### config.mk
export PLATFORM = sky130hd
export DESIGN_NAME = iss_ctrl
export DESIGN_NICKNAME = d
export VERILOG_FILES = /design/src/hdl/iss_pkg.sv /design/src/hdl/iss_ctrl.sv
export SDC_FILE = /design/constraint.sdc
export NUM_CORES = 1
export LEC_CHECK = 0
export ABC_AREA = 1
export BUFFER_PORTS_ARGS = -buffer_cell sky130_fd_sc_hd__buf_2
export CORE_AREA = 2 2 39 41
export CTS_CLUSTER_DIAMETER = 100
export DETAILED_ROUTE_END_ITERATION = 7
export DIE_AREA = 0 0 41 43
export SYNTH_ARGS = -nofsm -noshare
export SYNTH_HDL_FRONTEND = slang
export SYNTH_SLANG_ARGS = --single-unit
### constraint.sdc
create_clock -name clk_i -period 2.44 [get_ports clk_i]
set_input_delay 0.366 -clock clk_i [delete_from_list [all_inputs] [get_ports clk_i]]
set_output_delay 0.366 -clock clk_i [all_outputs]
set_load 0.02 [all_outputs]
### src/hdl/iss_pkg.sv
// ----------------------------------------------------------------------------
// iss_pkg
// Shared constants and controller/datapath interface types for the indexed
// sequential search store.
// ----------------------------------------------------------------------------
package iss_pkg;

  localparam int unsigned PAGE_ITEMS  = 64;
  localparam int unsigned MAX_PAGES   = 256;
  localparam int unsigned STORE_SLOTS = PAGE_ITEMS * MAX_PAGES;

  localparam int unsigned KEY_W    = 32;
  localparam int unsigned FIRST_W  = 32;
  localparam int unsigned SECOND_W = 64;
  localparam int unsigned REC_W    = KEY_W + FIRST_W + SECOND_W;
  localparam int unsigned ACT_W    = 2;

  localparam int unsigned SLOT_W  = $clog2(STORE_SLOTS);
  localparam int unsigned CNT_W   = $clog2(STORE_SLOTS + 1);
  localparam int unsigned ITEM_W  = $clog2(PAGE_ITEMS);
  localparam int unsigned QTY_W   = $clog2(PAGE_ITEMS + 1);
  localparam int unsigned PAGE_W  = $clog2(MAX_PAGES);
  localparam int unsigned PGCNT_W = $clog2(MAX_PAGES + 1);

  localparam logic [ACT_W-1:0] ACT_LOAD   = 2'd0;
  localparam logic [ACT_W-1:0] ACT_LOOKUP = 2'd1;
  localparam logic [ACT_W-1:0] ACT_CLEAR  = 2'd2;

  typedef struct packed {
    logic load;
    logic clear;
    logic start;
    logic idx_run;
    logic rec_init;
    logic rec_run;
    logic out_load;
  } cmd_t;

  typedef struct packed {
    logic idx_end;
    logic p_zero;
    logic rec_end;
  } status_t;

endpackage

### src/hdl/iss_ctrl.sv
// ----------------------------------------------------------------------------
// iss_ctrl
// Controller: accepts transactions, sequences the index scan and the page
// scan of a lookup, and owns the output valid flag.
// ----------------------------------------------------------------------------
module iss_ctrl (
  input  logic                      clk_i,
  input  logic                      rst_ni,
  input  logic                      in_valid_i,
  output logic                      in_stall_o,
  input  logic [iss_pkg::ACT_W-1:0] action_i,
  output logic                      out_valid_o,
  input  logic                      out_stall_i,
  input  iss_pkg::status_t          status_i,
  output iss_pkg::cmd_t             cmd_o
);

  localparam logic [1:0] ST_IDLE = 2'd0;
  localparam logic [1:0] ST_IDX  = 2'd1;
  localparam logic [1:0] ST_REC  = 2'd2;
  localparam logic [1:0] ST_DONE = 2'd3;

  logic [1:0] state_q, state_d;
  logic       out_valid_q, out_valid_d;
  logic       accept;

  assign in_stall_o  = (state_q != ST_IDLE);
  assign out_valid_o = out_valid_q;
  assign accept      = in_valid_i && !in_stall_o;

  always_comb begin
    state_d = state_q;
    cmd_o   = '0;
    unique case (state_q)
      ST_IDLE: begin
        if (accept) begin
          unique case (action_i)
            iss_pkg::ACT_LOAD: begin
              cmd_o.load = 1'b1;
            end
            iss_pkg::ACT_LOOKUP: begin
              cmd_o.start = 1'b1;
              state_d     = ST_IDX;
            end
            iss_pkg::ACT_CLEAR: begin
              cmd_o.clear = 1'b1;
            end
            default: begin
            end
          endcase
        end
      end
      ST_IDX: begin
        cmd_o.idx_run = 1'b1;
        if (status_i.idx_end) begin
          if (status_i.p_zero) begin
            state_d = ST_DONE;
          end else begin
            cmd_o.rec_init = 1'b1;
            state_d        = ST_REC;
          end
        end
      end
      ST_REC: begin
        cmd_o.rec_run = 1'b1;
        if (status_i.rec_end) begin
          state_d = ST_DONE;
        end
      end
      ST_DONE: begin
        if (!out_valid_q || !out_stall_i) begin
          cmd_o.out_load = 1'b1;
          state_d        = ST_IDLE;
        end
      end
      default: begin
        state_d = ST_IDLE;
      end
    endcase
  end

  always_comb begin
    out_valid_d = out_valid_q;
    if (cmd_o.out_load) begin
      out_valid_d = 1'b1;
    end else if (!out_stall_i) begin
      out_valid_d = 1'b0;
    end
  end

  always_ff @(posedge clk_i or negedge rst_ni) begin
    if (!rst_ni) begin
      state_q     <= ST_IDLE;
      out_valid_q <= 1'b0;
    end else begin
      state_q     <= state_d;
      out_valid_q <= out_valid_d;
    end
  end

endmodule

* Word level (Yosys, flattened, before mapping) *
Index checks and enable logic that the tools add are counted.
Widths: inputs -> output; s select.

word-level totals
  flip-flop bits (word level) = 3
  output and inout port bits = 9

cells by class
  equality and inequality tests = 11
  muxes and demuxes = 20
  reductions and logical operators = 9

operator list
  kind                count
  $mux 2              6
  $mux 1              11
  $ne 2x2->1 const B  4
  $pmux 2 s4          1
  $eq 2x2->1 const B  3
  $mux 3              2
  $reduce_and 5->1    1
  $eq 2x1->1 const B  2
  $logic_not 2->1     2
  $ne 2x1->1 const B  2
  $logic_not 1->1     3
  $reduce_bool 2->1   1
  $logic_and 1x1->1   1
  $logic_or 1x1->1    1

* Longest topological paths before layout *
  depth after elaboration = 5
  mapped depth = 8
  gate-level depth less buffers = 8

* Least setup slack after synthesis *
No wires, ideal clock.

  kind = register to output
  from = register state_q[0]
  to = output port cmd_o[5] (netlist bit)
  data arrival time = 1,221 ps
  data required time = 2,074 ps
  setup slack = 853 ps
  cell stages (with the launch flop) = 5
  path through = dfrtp_1 inv_1 ha_1 nand2_1 nor3_1

RTL lines
  element                 RTL line        source
  start, declared         iss_ctrl.sv:23  logic [1:0] state_q, state_d;
  start signal, assigned  iss_ctrl.sv:96  state_q <= state_d;
  end, declared           iss_ctrl.sv:15  output iss_pkg::cmd_t cmd_o

==> results.sh <==
export IMPL_grt_pass1_vias=285
export IMPL_final_common_cell="buf_2"
export IMPL_final_cells=79
export IMPL_fp_dieW_um=41
export IMPL_hp_start="out_stall_i"
export IMPL_cellPowerDensity_nw_per_um2=1166
export IMPL_total_power_mw=0.5225
export IMPL_rr_endpoint="state_q[1]$_DFFE_PN0P_"
export IMPL_grt_pass1_wl_um=938
export IMPL_syn_area_per_cell_um2=7.477
export IMPL_initial_core_util_pct=22.69
export IMPL_maxCapViolations=0
export IMPL_slowest_stage="dfrtp_1"
export IMPL_dr_pass1_iters=3
export IMPL_numPortBuffers=17
export IMPL_end_kind="output port"
export IMPL_fin_skew_ns=0.0005790
export IMPL_coreArea_um2=1384
export IMPL_yosysWarnings=0
export IMPL_drc_errors=0
export IMPL_layout_drive_gt1_share_pct=44.44
export IMPL_min_to="out_valid_o$_DFFE_PN0P_"
export IMPL_p_leak_nw=0.2705
export IMPL_critPathLaunchType="flip-flop"
export IMPL_fin_nets=78
export IMPL_worstMarginPinSlew_ns=0.1648
export IMPL_slowest_delay_ns=0.42
export IMPL_relSlewSlack_pct=89.01
export IMPL_cp_arrival_ns=1.38
export IMPL_final_cell_mix="buf_2, nand2_1, inv_1"
export IMPL_hold_depth=3
export IMPL_ioPinCount=18
export IMPL_setup_violations_final=0
export IMPL_max_freq_ghz=0.5725
export IMPL_wirelength_um=543
export IMPL_multiInputGateArea_um2=205.2
export IMPL_vias=310
export IMPL_synth_seq_cells=3
export IMPL_cts_buffers=3
export IMPL_reg2reg_depth=8
export IMPL_required_ns=2.07
export IMPL_dp_hpwl_um=483.7
export IMPL_finalCritPeriodShare_pct=71.59
export IMPL_num_rows=14
export IMPL_cts_sinks=3
export IMPL_path_class="reg2out"
export IMPL_hold_class="in2reg"
export IMPL_antennaDiodeCount=0
export IMPL_synthesis_nets=56
export IMPL_vias_per_cell=3.924
export IMPL_grt_ovfl_total=0
export IMPL_syn_area_um2=314.1
export IMPL_r2r_start="state_q[0]$_DFFE_PN0P_"
export IMPL_hold_violations=0
export IMPL_slew_violations=0
export IMPL_crit_path_cell_trace="inv_1 > ha_1 > nand2_1 > nor3_1 > buf_2"
export IMPL_post_cts_buffers=0
export IMPL_synthCells=42
export IMPL_numPlacedInstances=74
export IMPL_cts_tree="built"
export IMPL_path_max_fanout=5
export IMPL_die_area_um2=1763
export IMPL_clkLatencyLatePin_ns=0.23
export IMPL_tns_ns=0
export IMPL_rrSetupSlack_ns=1.17
export IMPL_regArea_um2=75.07
export IMPL_antenna_found_initial=0
export IMPL_area_delta_synth_final_pct=42.63
export IMPL_root_buffer="clkbuf_4"
export IMPL_yosysUniqueCellTypes=14
export IMPL_finalCriticalPeriod_ns=1.747
export IMPL_startpoint="state_q[0]$_DFFE_PN0P_"
export IMPL_rsz0062_at_grt="false"
export IMPL_gp_congestion=0.7272
export IMPL_htreeDepth=1
export IMPL_outcome="finished clean"
export IMPL_wire_per_inst_um=6.873
export IMPL_clockBufferDepth=2
export IMPL_cts_resized=0
export IMPL_grt_max_degree=6
export IMPL_ys_seq_area_share_pct=23.90
export IMPL_nFillCells=162
export IMPL_drt_initial_drc_count=2
export IMPL_clkTransAtPathRegs_ns=0.04
export IMPL_dieHeight_um=43
export IMPL_ant_nets=0
export IMPL_peakVddDrop_mv=0.3775
export IMPL_track_usage_pct=7.646
export IMPL_holdWs_ns=0.3969
==> final cells by class <==
cell class / count / share of cell area [%]
multi-input cells: 31 / 45.81
repair buffers: 18 / 21.23
flip-flops and latches: 3 / 16.76
clock buffers: 4 / 5.866
inverters: 7 / 5.866
well taps: 16 / 4.469
==> flip-flops by register name, indices dropped and copies added (netlist names) <==
register	count
state_q	2
out_valid_o	1
==> Yosys cell counts, drive strengths merged <==
master	count	area (um2)
nand2	14	70.06
nor2	4	30.03
nor3	2	10.01
ha	5	62.56
nand3	4	20.02
a21oi	1	5.000
nand3b	1	7.510
inv	7	26.27
buf	1	7.510
dfrtp	3	75.07
==> worst max-delay path, delay by kind of cell, from the launching register on <==
| kind | cells | cell delay (ns) |
|---|---|---|
| flip-flops | 1 | 0.42 |
| buffers and inverters | 2 | 0.34 |
| AND/OR/NAND/NOR | 2 | 0.21 |
| adder cells (fa/ha/maj) | 1 | 0.20 |
==> power breakdown <==
part | switching, mW | total (mW) | internal, mW
logic | 0.210 | 0.334 | 0.124
registers | 0.0284 | 0.105 | 0.0762
clock network | 0.0230 | 0.0841 | 0.0611
total | 0.261 | 0.522 | 0.261
==> cells by family (layout without fill, tap and decap cells) <==
| family | after synthesis | in the layout | synth area share (%) |
|---|---|---|---|
| buffers and inverters | 8 | 29 | 10.76 |
| AOI/OAI and AO/OA | 1 | 1 | 1.592 |
| DFF | 3 | 3 | 23.90 |
| and+or+nand+nor | 25 | 25 | 43.82 |
| adders and majority gates | 5 | 5 | 19.92 |
==> worst max-delay path by stage <==
stage | end | depth (start not counted)
final | cmd_o[6] | 5
after CTS | cmd_o[6] | 5
after floorplan | cmd_o[5] | 4
after detailed placement | cmd_o[6] | 5
after global placement | cmd_o[6] | 5
after global routing | cmd_o[6] | 5
==> per-stage QoR <==
step	instance area, um2	setup slack, ns	utilization [%]
finish	447.9	0.6932	32.37
global route	447.9	0.5509	32.37
CTS	447.9	0.6710	32.37
detailed placement	411.6	0.9281	29.75
global placement	411.6	0.9723	29.75
floorplan	314.1	0.8535	-
==> layer usage <==
metal / track usage (%) / wire length [um]
met2: 12.19 / 236
met3: 5.236 / 56
met5: 0 / 0
met4: 2.000 / 0
met1: 7.767 / 250
==> timing repair <==
| item | in CTS | in global routing |
|---|---|---|
| setup endpoints to repair | 0 | 0 |
| hold endpoints to repair | 3 | 0 |
| hold buffers | 1 | 0 |
Note: power is estimated with default switching activity, not from simulation.
